[src/rtl/core/mss_pkg.sv]
// shared types, constants and helper functions for the seven-segment scanner
`timescale 1ns / 1ps
package mss_pkg;

	// field widths fixed by the item format
	localparam int unsigned CMD_W   = 2;
	localparam int unsigned VALUE_W = 16;
	localparam int unsigned DIG_W   = 4;
	localparam int unsigned SEG_W   = 7;
	localparam int unsigned POS_W   = 3;

	// decimal digits held after conversion, enough for any 16-bit magnitude
	localparam int unsigned BCD_DIGITS = 5;
	localparam int unsigned BCD_W      = 4 * BCD_DIGITS;
	localparam int unsigned CNT_W      = 4;

	// command codes
	localparam logic [CMD_W-1:0] CMD_SET     = 2'd0;
	localparam logic [CMD_W-1:0] CMD_REFRESH = 2'd1;
	localparam logic [CMD_W-1:0] CMD_BLANK   = 2'd2;

	// controller states
	typedef enum logic [1:0] {
		ST_IDLE,
		ST_CONV,
		ST_RESP
	} state_t;

	// controller to datapath commands
	typedef struct packed {
		logic load_value;
		logic step_conv;
		logic refresh;
		logic blank;
	} dp_cmd_t;

	// datapath to controller status
	typedef struct packed {
		logic conv_last;
	} dp_sts_t;

	// lit-segment pattern for a decimal digit (a=bit0 .. g=bit6)
	function automatic logic [SEG_W-1:0] seg_pattern(input logic [3:0] digit);
		logic [SEG_W-1:0] pat;
		unique case (digit)
			4'd0: pat = 7'h3F;
			4'd1: pat = 7'h06;
			4'd2: pat = 7'h5B;
			4'd3: pat = 7'h4F;
			4'd4: pat = 7'h66;
			4'd5: pat = 7'h6D;
			4'd6: pat = 7'h7D;
			4'd7: pat = 7'h07;
			4'd8: pat = 7'h7F;
			4'd9: pat = 7'h6F;
			default: pat = 7'h00;
		endcase
		return pat;
	endfunction

	// add three to every decimal digit of five or more, ahead of a shift
	function automatic logic [BCD_W-1:0] bcd_adjust(input logic [BCD_W-1:0] bcd);
		logic [BCD_W-1:0] res;
		res = bcd;
		for (int i = 0; i < BCD_DIGITS; i++) begin
			if (bcd[4*i +: 4] >= 4'd5) begin
				res[4*i +: 4] = bcd[4*i +: 4] + 4'd3;
			end
		end
		return res;
	endfunction

endpackage

[src/rtl/core/mss_if.sv]
// request and response channel interfaces of the seven-segment scanner
`timescale 1ns / 1ps
interface mss_req_if;
	logic                       valid;
	logic                       ready;
	logic [mss_pkg::CMD_W-1:0]  cmd;
	logic signed [mss_pkg::VALUE_W-1:0] value;

	modport source (output valid, output cmd, output value, input ready);
	modport sink   (input valid, input cmd, input value, output ready);
endinterface

interface mss_rsp_if;
	logic                      valid;
	logic                      ready;
	logic [mss_pkg::DIG_W-1:0] digit_enable;
	logic [mss_pkg::SEG_W-1:0] segments_n;

	modport source (output valid, output digit_enable, output segments_n, input ready);
	modport sink   (input valid, input digit_enable, input segments_n, output ready);
endinterface

[src/rtl/core/multiplexed_seven_segment_scanner.sv]
// Seven-segment scanner top level: one request in, one response out.
// Set value: response valid once the request is taken and a 16-step bit-serial conversion has run.
// Refresh, blank or unused code: response valid in the cycle after the request is taken.
// One request at a time: a new request is taken only after the response is accepted.
// Asynchronous reset clears the value to zero, scan to the first digit, digit lines low,
// segments off.
`timescale 1ns / 1ps
module multiplexed_seven_segment_scanner #(
	parameter int unsigned NUM_DIGITS = 4
) (
	input logic       clk,
	input logic       arst_n,
	mss_req_if.sink   req,
	mss_rsp_if.source rsp
);
	import mss_pkg::*;

	dp_cmd_t dp_cmd;
	dp_sts_t dp_sts;

	// sequencing
	mss_ctrl u_ctrl (
		.clk       (clk),
		.arst_n    (arst_n),
		.req_valid (req.valid),
		.req_cmd   (req.cmd),
		.req_ready (req.ready),
		.rsp_valid (rsp.valid),
		.rsp_ready (rsp.ready),
		.dp_cmd    (dp_cmd),
		.dp_sts    (dp_sts)
	);

	// conversion and drive registers
	mss_dp #(
		.NUM_DIGITS (NUM_DIGITS)
	) u_dp (
		.clk          (clk),
		.arst_n       (arst_n),
		.value        (req.value),
		.dp_cmd       (dp_cmd),
		.dp_sts       (dp_sts),
		.digit_enable (rsp.digit_enable),
		.segments_n   (rsp.segments_n)
	);

endmodule

[src/rtl/core/mss_ctrl.sv]
// controller state machine: request handshake, conversion sequencing, response
`timescale 1ns / 1ps
module mss_ctrl (
	input  logic                      clk,
	input  logic                      arst_n,
	input  logic                      req_valid,
	input  logic [mss_pkg::CMD_W-1:0] req_cmd,
	output logic                      req_ready,
	output logic                      rsp_valid,
	input  logic                      rsp_ready,
	output mss_pkg::dp_cmd_t          dp_cmd,
	input  mss_pkg::dp_sts_t          dp_sts
);
	import mss_pkg::*;

	state_t state_q;
	state_t state_d;
	logic   req_acc;

	assign req_acc = req_valid && req_ready;

	// state register
	always_ff @(posedge clk or negedge arst_n) begin
		if (!arst_n) begin
			state_q <= ST_IDLE;
		end else begin
			state_q <= state_d;
		end
	end

	// next state
	always_comb begin
		state_d = state_q;
		unique case (state_q)
			ST_IDLE: begin
				if (req_acc) begin
					state_d = (req_cmd == CMD_SET) ? ST_CONV : ST_RESP;
				end
			end
			ST_CONV: begin
				if (dp_sts.conv_last) begin
					state_d = ST_RESP;
				end
			end
			ST_RESP: begin
				if (rsp_ready) begin
					state_d = ST_IDLE;
				end
			end
			default: state_d = ST_IDLE;
		endcase
	end

	// outputs
	always_comb begin
		req_ready         = 1'b0;
		rsp_valid         = 1'b0;
		dp_cmd.load_value = 1'b0;
		dp_cmd.step_conv  = 1'b0;
		dp_cmd.refresh    = 1'b0;
		dp_cmd.blank      = 1'b0;
		unique case (state_q)
			ST_IDLE: begin
				req_ready         = 1'b1;
				dp_cmd.load_value = req_valid && (req_cmd == CMD_SET);
				dp_cmd.refresh    = req_valid && (req_cmd == CMD_REFRESH);
				dp_cmd.blank      = req_valid && (req_cmd == CMD_BLANK);
			end
			ST_CONV: begin
				dp_cmd.step_conv = 1'b1;
			end
			ST_RESP: begin
				rsp_valid = 1'b1;
			end
			default: begin
				req_ready = 1'b0;
			end
		endcase
	end

`ifndef SYNTHESIS
	// a set-value request always starts a conversion
	assert property (@(posedge clk) disable iff (!arst_n)
		req_acc && (req_cmd == CMD_SET) |=> state_q == ST_CONV)
		else $error("set-value request did not start conversion");

	// any other request is answered in the next cycle
	assert property (@(posedge clk) disable iff (!arst_n)
		req_acc && (req_cmd != CMD_SET) |=> rsp_valid)
		else $error("refresh or blank request not answered");

	// the last conversion step hands over to the response
	assert property (@(posedge clk) disable iff (!arst_n)
		(state_q == ST_CONV) && dp_sts.conv_last |=> rsp_valid)
		else $error("conversion end did not raise response");

	// one request at a time: no new request while a response is pending
	assert property (@(posedge clk) disable iff (!arst_n)
		!(req_ready && rsp_valid))
		else $error("request taken while response pending");
`endif

endmodule

[src/rtl/core/mss_dp.sv]
// datapath: magnitude, bit-serial decimal conversion, scan position and drive
`timescale 1ns / 1ps
module mss_dp #(
	parameter int unsigned NUM_DIGITS = 4
) (
	input  logic                                clk,
	input  logic                                arst_n,
	input  logic signed [mss_pkg::VALUE_W-1:0]  value,
	input  mss_pkg::dp_cmd_t                    dp_cmd,
	output mss_pkg::dp_sts_t                    dp_sts,
	output logic [mss_pkg::DIG_W-1:0]           digit_enable,
	output logic [mss_pkg::SEG_W-1:0]           segments_n
);
	import mss_pkg::*;

	localparam logic [POS_W-1:0] LAST_POS  = POS_W'(NUM_DIGITS - 1);
	localparam logic [7:0]       ALL_LINES = 8'((1 << NUM_DIGITS) - 1);

	logic [VALUE_W-1:0] bin_q;
	logic [BCD_W-1:0]   bcd_q;
	logic [CNT_W-1:0]   cnt_q;
	logic [POS_W-1:0]   pos_q;
	logic [DIG_W-1:0]   dig_q;
	logic [SEG_W-1:0]   seg_q;

	logic [VALUE_W-1:0] mag;
	logic [POS_W-1:0]   pos_eff;
	logic [POS_W-1:0]   pos_next;
	logic [POS_W-1:0]   dig_idx;
	logic [3:0]         digit;
	logic [7:0]         onehot;
	logic [BCD_W-1:0]   bcd_adj;

	// magnitude of the signed value; the most negative value maps to 32768
	assign mag = value[VALUE_W-1] ? (~value + 1'b1) : value;

	// scan position, out-of-range positions read as position zero
	assign pos_eff  = (pos_q > LAST_POS) ? '0 : pos_q;
	assign pos_next = (pos_eff == LAST_POS) ? '0 : pos_eff + 1'b1;
	assign dig_idx  = LAST_POS - pos_eff;
	assign digit    = bcd_q[4*dig_idx +: 4];
	assign onehot   = 8'b1 << pos_eff;

	assign bcd_adj         = bcd_adjust(bcd_q);
	assign dp_sts.conv_last = (cnt_q == CNT_W'(VALUE_W - 1));

	// binary to decimal conversion, one bit per cycle
	always_ff @(posedge clk or negedge arst_n) begin
		if (!arst_n) begin
			bin_q <= '0;
			bcd_q <= '0;
			cnt_q <= '0;
		end else if (dp_cmd.load_value) begin
			bin_q <= mag;
			bcd_q <= '0;
			cnt_q <= '0;
		end else if (dp_cmd.step_conv) begin
			bin_q <= {bin_q[VALUE_W-2:0], 1'b0};
			bcd_q <= {bcd_adj[BCD_W-2:0], bin_q[VALUE_W-1]};
			cnt_q <= cnt_q + 1'b1;
		end
	end

	// scan position and display drive
	always_ff @(posedge clk or negedge arst_n) begin
		if (!arst_n) begin
			pos_q <= '0;
			dig_q <= '0;
			seg_q <= '1;
		end else if (dp_cmd.refresh) begin
			pos_q <= pos_next;
			dig_q <= onehot[DIG_W-1:0];
			seg_q <= ~seg_pattern(digit);
		end else if (dp_cmd.blank) begin
			dig_q <= ALL_LINES[DIG_W-1:0];
			seg_q <= '1;
		end
	end

	assign digit_enable = dig_q;
	assign segments_n   = seg_q;

endmodule
[src/flat_wrapper.sv]
// flat-port wrapper written by rule: the top's interface ports become plain ports
module multiplexed_seven_segment_scanner_flat import mss_pkg::*;
#(
	parameter int unsigned NUM_DIGITS = 4
)
  (clk, arst_n, req_valid, req_cmd, req_value, req_ready, rsp_valid, rsp_digit_enable, rsp_segments_n, rsp_ready);
  mss_req_if req_i ();
  mss_rsp_if rsp_i ();
  input logic clk;
  input logic arst_n;
  input wire logic [$bits(req_i.valid)-1:0] req_valid;
  input wire logic [$bits(req_i.cmd)-1:0] req_cmd;
  input wire logic [$bits(req_i.value)-1:0] req_value;
  output wire logic [$bits(req_i.ready)-1:0] req_ready;
  output wire logic [$bits(rsp_i.valid)-1:0] rsp_valid;
  output wire logic [$bits(rsp_i.digit_enable)-1:0] rsp_digit_enable;
  output wire logic [$bits(rsp_i.segments_n)-1:0] rsp_segments_n;
  input wire logic [$bits(rsp_i.ready)-1:0] rsp_ready;
  assign req_i.valid = req_valid;
  assign req_i.cmd = req_cmd;
  assign req_i.value = req_value;
  assign req_ready = req_i.ready;
  assign rsp_valid = rsp_i.valid;
  assign rsp_digit_enable = rsp_i.digit_enable;
  assign rsp_segments_n = rsp_i.segments_n;
  assign rsp_i.ready = rsp_ready;
  multiplexed_seven_segment_scanner #(.NUM_DIGITS(NUM_DIGITS)) u_core (.clk(clk), .arst_n(arst_n), .req(req_i), .rsp(rsp_i));
endmodule
[config.mk]
export PLATFORM = sky130hd
export DESIGN_NAME = multiplexed_seven_segment_scanner_flat
export DESIGN_NICKNAME = d
export VERILOG_FILES = /design/src/rtl/core/mss_pkg.sv /design/src/rtl/core/mss_if.sv /design/src/rtl/core/multiplexed_seven_segment_scanner.sv /design/src/rtl/core/mss_ctrl.sv /design/src/rtl/core/mss_dp.sv /design/src/flat_wrapper.sv
export SDC_FILE = /design/constraint.sdc
export NUM_CORES = 1
export LEC_CHECK = 0
export CAP_MARGIN = 10
export CORE_UTILIZATION = 52
export DETAILED_ROUTE_END_ITERATION = 12
export DONT_BUFFER_PORTS = 1
export GPL_TIMING_DRIVEN = 0
export PLACE_DENSITY_LB_ADDON = 0.12
export SLEW_MARGIN = 0
export SYNTH_ARGS = -nofsm -noshare
export SYNTH_HDL_FRONTEND = slang
export SYNTH_SLANG_ARGS = --single-unit
[constraint.sdc]
create_clock -name clk -period 2.43 [get_ports clk]
set_clock_uncertainty 0.15 [all_clocks]
set_input_delay 0.243 -clock clk [delete_from_list [all_inputs] [get_ports clk]]
set_output_delay 0.243 -clock clk [all_outputs]
set_load 0.01 [all_outputs]
==> impl_metrics.yaml, run 1 <==
status:
  outcome: "completed"
cts:
  cts.htree.levels: 2
  cts_buffer_depth: 2
  clkTransAtPathRegs_ns: 0.10
  clkLatencyLatePin_ns: 0.31
  cts_tree: "built"
  ctsRootBufferMaster: "clkbuf_8"
  clock_sinks: 52
  numCtsBuffers: 5
synth:
  yosysSeqAreaShare_pct: 41.9
  yosys_warnings: 0
  syn_inst: 325
  yosys.area.top_type_share_pct: 36.0
  ys_types: 58
  synth-async-reset-ratio_pct: 100
  synth_edf_count: 0
  synth_area_leaders: "dfrtp_1 36%, ha_1 8.0%, dfstp_2 5.9%"
  postSynthAreaPerCell_um2: 9.63
  syn-num-nets: 367
  yosys.area.top_type: "dfrtp_1"
  netlist_area_um2: 3130
  synth_ff_type: "dfrtp_1"
  ys_ff_latch: 52
placed_design:
  globalplace.congestion: 0.846
  io_buffers: 0
  dp_cells: 397
  preCtsSetupSlack_ns: -0.0581
  hpwl_um: 4590
setup_path:
  endpoint_kind: "register"
  path_class: "register to register"
  crit_required_ns: 2.53
  cp-start-kind: "register"
  worstPathMaxFanout: 9
  arrival_ns: 2.33
routing:
  post_drt_wl_per_cell_um: 15.6
  drtIter0Drc: 127
  drc: 0
  routed_wl_um: 6650
  via_count: 2503
  avgViaCountPerCell: 5.89
  firstDrtPassIters: 5
  drtAntennaViolNets: 0
layout:
  antenna_cells: 0
  syn_to_final_growth_pct: 12.7
  layout_commonest_cell: "dfrtp_1"
  finalNetCount: 394
  final_cell_mix: "45 x dfrtp_1, 22 x nand2_1, 20 x nor2_1, 20 x ha_1, 17 x o21ai_1"
  layout.cells.non_filler: 425
  drive_gt1_share_pct: 9.35
timing:
  post-route-period-util_pct: 91.7
  finalCriticalPeriod_ns: 2.23
  hold_viol: 0
  timing.fmax_ghz: 0.449
  setup_viol: 0
  fin_setup_tns_ns: 0
  tightest_slew_ns: 0.574
  relSlewSlack_pct: 61.7
  setup_ws_ns: 0.201
  drv_slew: 0
  rsz0062_at_grt: "no"
  timing.hold.ws_ns: 0.00633
grt:
  grt_antenna_before_repair: 0
  overflow: 0
  grt_max_degree: 53
  grt_pass1_vias: 2397
  grt_pass1_wl_um: 11400
  track_usage_pct: 23.2
floorplan:
  start_util_pct: 55.5
  die_w_um: 79.6
  io_pins: 35
  dieHeight_um: 79.6
  core_area_um2: 5640
  num_rows: 27
  fp.dieArea_um2: 6330
power:
  p_leak_nw: 1.49
  power_density_nw_per_um2: 1010
  ir_worst_vdd_v: 0.000410
  total_power_mw: 3.57
hold_path:
  min_path_type: "input port to register"
run:
  maxCapViolations: 0
==> registers in the layout, summed over array words and instances, names as in the netlist <==
register,cells
u_core.u_dp.cnt_q,4
u_core.u_dp.bin_q,16
u_core.u_dp.segments_n,7
u_core.u_dp.pos_q,3
u_core.u_dp.bcd_q,16
u_core.u_ctrl.state_q,2
u_core.u_dp.digit_enable,4
==> worst paths after layout <==
kind / from / cells past startpoint / slack [ns] / to
max in group asynchronous: arst_n / 2 / 1.56 / u_core.u_dp.segments_n[0]$_DFFE_PN1P_
worst max register to register: u_core.u_dp.pos_q[1]$_DFFE_PN0P_ / 8 / 0.20 / u_core.u_dp.segments_n[5]$_DFFE_PN1P_
worst min register to register: u_core.u_dp.bin_q[15]$_DFFE_PN0P_ / 2 / 0.35 / u_core.u_dp.bcd_q[0]$_DFFE_PN0P_
worst max-delay path: u_core.u_dp.pos_q[1]$_DFFE_PN0P_ / 8 / 0.20 / u_core.u_dp.segments_n[5]$_DFFE_PN1P_
worst min-delay path: rsp_ready / 2 / 0.006 / u_core.u_ctrl.state_q[1]$_DFFE_PN0P_
min in group asynchronous: arst_n / 2 / 0.28 / u_core.u_ctrl.state_q[1]$_DFFE_PN0P_
==> critical path, cell delays in order, from the launching register on <==
cell and delay (ns):
dfrtp_1 0.33, buf_2 0.19, nor2b_1 0.36, o211ai_1 0.16, o21ai_1 0.25, inv_1 0.12
ha_1 0.22, a21o_1 0.17, o221a_1 0.22
==> where the power goes <==
group / switching (mW) / internal (mW)
clock: 0.284 / 0.203
combinational: 0.796 / 0.666
sequential: 0.349 / 1.27
total: 1.43 / 2.14
==> cells in the mapped netlist, drive strengths merged (2+ instances only) <==
| library cell | count |
|---|---|
| a211oi | 2 |
| a21oi | 15 |
| a221oi | 2 |
| a222oi | 2 |
| a22oi | 11 |
| a31oi | 3 |
| a32o | 4 |
| buf | 8 |
| clkbuf | 11 |
| dfrtp | 45 |
| dfstp | 7 |
| ha | 20 |
| inv | 17 |
| mux2 | 2 |
| mux2i | 5 |
| nand2 | 22 |
| nand2b | 5 |
| nand3 | 15 |
| nor2 | 20 |
| nor2b | 5 |
| nor3 | 4 |
| nor3b | 5 |
| o211a | 2 |
| o21ai | 33 |
| o221a | 3 |
| o22a | 4 |
| o22ai | 2 |
| o31ai | 7 |
| o32ai | 3 |
| o41ai | 2 |
| or3 | 2 |
| or3b | 2 |
| xnor2 | 9 |
| xor2 | 12 |
==> stage by stage <==
step                      util [%]  instance area, um^2
after floorplan                  -                 3130
after global placement        57.1                 3220
after detailed placement      57.1                 3220
after global routing          62.5                 3530
after CTS                     61.8                 3480
final                         62.5                 3530
==> routing by layer <==
layer / part of all wire (%) / up-vias / routed length [um] / GRT usage (%)
li1: - / 1225 / - / -
met1: 49 / 1204 / 3250 / 32.0
met2: 46 / 66 / 3080 / 36.5
met3: 3.5 / 8 / 234 / 3.89
met4: 1.3 / 0 / 86 / 8.73
met5: 0 / - / 0 / 0
==> kinds of logic after synthesis <==
group | Yosys count | share of synthesized area (%)
muxes | 7 | 2.32
xor gates and xnor gates | 21 | 5.88
adders and majority gates | 20 | 8.00
buffers and inverters | 36 | 5.00
other | 1 | 0.120
and+or+nand+nor | 88 | 15.3
AOI/OAI and AO/OA | 100 | 21.5
DFF | 52 | 41.9
==> what timing repair did <==
action,in CTS,in global routing
gates resized for setup,1,2
setup buffers,0,4
pin swaps,0,1
endpoints found under the setup margin,4,15
hold buffers,16,0
gates cloned,0,0
hold endpoints to repair,70,0
==> area by class of cell <==
| type | instances | area [um^2] |
|---|---|---|
| multi-input combinational | 237 | 1680 |
| fill | 475 | 2120 |
| tap | 72 | 90.1 |
| timing repair buffer | 20 | 208 |
| buffer | 19 | 92.6 |
| inverter | 17 | 63.8 |
| sequential | 52 | 1310 |
| clock buffer | 7 | 76.3 |
| clock inverter | 1 | 5.00 |
No activity file was read; power rests on OpenSTA's default activity.
==> run 2: changes to the inputs <==
--- a/config.mk
+++ b/config.mk
@@ -6,6 +6,7 @@
 export NUM_CORES = 1
 export LEC_CHECK = 0
 export CAP_MARGIN = 10
+export CORE_ASPECT_RATIO = 0.9
 export CORE_UTILIZATION = 52
 export DETAILED_ROUTE_END_ITERATION = 12
 export DONT_BUFFER_PORTS = 1
==> run 2 against run 1 <==
Effect of this change: critical endpoint is now u_core.u_dp.segments_n[0]$_DFFE_PN1P_; global-route usage about the same; first-iteration DRC count fell by 13%; sequential power about the same; die area is essentially flat; power is 3.0% higher; non-clock buffer count down 1; highest routed layer unchanged; combinational power about the same; worst hold slack better by 0.0026 ns; wire length rose by 2.3%; register-to-register slack lost 0.04 ns; cell count fell by 0.71%.
==> impl_metrics.yaml, run 2 (synthesized netlist as in run 1, its figures left out) <==
cts:
  clkLatencyLatePin_ns: 0.30
  cts.htree.levels: 2
  numCtsBuffers: 5
  cts_tree: "built"
  clkTransAtPathRegs_ns: 0.09
  clock_sinks: 52
  ctsRootBufferMaster: "clkbuf_8"
  cts_buffer_depth: 2
hold_path:
  min_from: "rsp_ready"
  min_path_type: "input port to register"
power:
  ir_worst_vdd_v: 0.000595
  internal-power_mw: 2.24
  p_comb_share_pct: 39.6
  clkPwrFrac_pct: 16.1
  total_power_mw: 3.68
  p_leak_nw: 1.49
  switching_share_pct: 39.1
  switchingPower_mw: 1.44
  power_density_nw_per_um2: 1040
  p_seq_share_pct: 44.4
setup_path:
  endpoint_kind: "register"
  arrival_ns: 2.34
  cp_top_family: "compound AO/OA/AOI/OAI gates"
  r2r_start: "u_core.u_dp.pos_q[0]$_DFFE_PN0P_"
  crit_chain: "nor2b_1 > buf_2 > o211a_1 > a221oi_2 > inv_1 > ha_1 > o32ai_1 > a31oi_1"
  cp-start-kind: "register"
  critPathBufInv: 2
  critical_path.slowest_cell: "dfrtp_1"
  worstSetupStartpoint: "u_core.u_dp.pos_q[0]$_DFFE_PN0P_"
  path_class: "register to register"
  worstPathMaxFanout: 8
  max_stage_delay_ns: 0.46
  crit_required_ns: 2.50
timing:
  finalCriticalPeriod_ns: 2.27
  post-route-period-util_pct: 93.3
  drv_slew: 0
  setup_viol: 0
  relSlewSlack_pct: 63.6
  tightest_slew_ns: 0.546
  hold_viol: 0
  timing.fmax_ghz: 0.441
  fin_setup_tns_ns: 0
  rsz0062_at_grt: "no"
routing:
  via_count: 2468
  routed_wl_um: 6800
  drtIter0Drc: 110
  drtAntennaViolNets: 0
  post_drt_wl_per_cell_um: 16.1
  avgViaCountPerCell: 5.85
  drc: 0
  firstDrtPassIters: 5
layout:
  antenna_cells: 0
  final_cell_mix: "45 x dfrtp_1, 22 x nand2_1, 20 x nor2_1, 20 x ha_1, 17 x o21ai_1"
  drive_gt1_share_pct: 9.38
  finalNetCount: 393
  layout_commonest_cell: "dfrtp_1"
  syn_to_final_growth_pct: 12.9
grt:
  overflow: 0
  grt_antenna_before_repair: 0
  grt_pass1_wl_um: 11500
  grt_max_degree: 53
  track_usage_pct: 23.3
  grt_pass1_vias: 2388
floorplan:
  fp.dieArea_um2: 6330
  start_util_pct: 54.7
  dieHeight_um: 75.6
  die_w_um: 83.8
  io_pins: 35
  num_rows: 26
  core_area_um2: 5730
placed_design:
  io_buffers: 0
  hpwl_um: 4740
  globalplace.congestion: 0.849
run:
  maxCapViolations: 0
status:
  outcome: "completed"
## run 2: worst paths after layout
kind                                                          to  slack (ns)  cells past startpoint
max in group asynchronous  u_core.u_dp.segments_n[3]$_DFFE_PN1P_        1.57                      2
min                         u_core.u_ctrl.state_q[1]$_DFFE_PN0P_       0.009                      2
min in group asynchronous       u_core.u_dp.cnt_q[3]$_DFFE_PN0P_        0.28                      2
min reg2reg                     u_core.u_dp.bcd_q[0]$_DFFE_PN0P_        0.34                      2
max                        u_core.u_dp.segments_n[0]$_DFFE_PN1P_        0.16                      8
max reg2reg                u_core.u_dp.segments_n[0]$_DFFE_PN1P_        0.16                      8
## run 2: power by group through the flow
stage          Combinational, mW  Clock, mW  Sequential [mW]
6_report                    1.46      0.590             1.63
5_1_grt                     1.66      0.642             1.68
4_1_cts                     1.45      0.603             1.63
3_5_place_dp                1.39          0             1.64
3_3_place_gp                1.36          0             1.63
2_1_floorplan               1.15          0             1.55
## run 2: what timing repair did
item	CTS	global route
pin swaps	0	1
hold endpoints to repair	69	0
hold buffers	16	0
setup buffers	0	3
resized for setup	1	2
setup endpoints to repair	4	12
## run 2: through the flow
| step | instance area, um^2 | std cells | worst slack [ns] | util, % | hold slack (ns) |
|---|---|---|---|---|---|
| global placement | 3220 | 395 | -0.0351 | 56.2 | -0.201 |
| detailed placement | 3220 | 395 | -0.0747 | 56.2 | -0.201 |
| finish | 3530 | 422 | 0.162 | 61.7 | 0.00889 |
| global route | 3530 | 422 | 0.00504 | 61.7 | 0.0224 |
| floorplan | 3130 | 325 | 0.258 | - | -0.203 |
| CTS | 3510 | 419 | 0.00319 | 61.3 | 0.00368 |
## run 2: cell type report
type | instances | area, um^2
Fill cell | 489 | 2190
Multi-Input combinational cell | 237 | 1670
Sequential cell | 52 | 1310
Timing Repair Buffer | 19 | 200
Buffer | 19 | 92.6
Tap cell | 70 | 87.6
Clock buffer | 7 | 76.3
Inverter | 17 | 63.8
Clock inverter | 1 | 30.0
## run 2: worst register-to-register path, cell delays in order, from the launching register on
cell and delay (ns):
dfrtp_1 0.46, nor2b_1 0.16, buf_2 0.18, o211a_1 0.15, a221oi_2 0.38, inv_1 0.17
ha_1 0.21, o32ai_1 0.27, a31oi_1 0.07
## run 2: routing by layer
metal,vias up,share of wire (%),GRT usage [%]
met5,-,0,0
met4,0,0.88,6.78
met3,4,2.9,3.03
met2,34,46,38.5
met1,1212,51,32.7
li1,1218,-,-
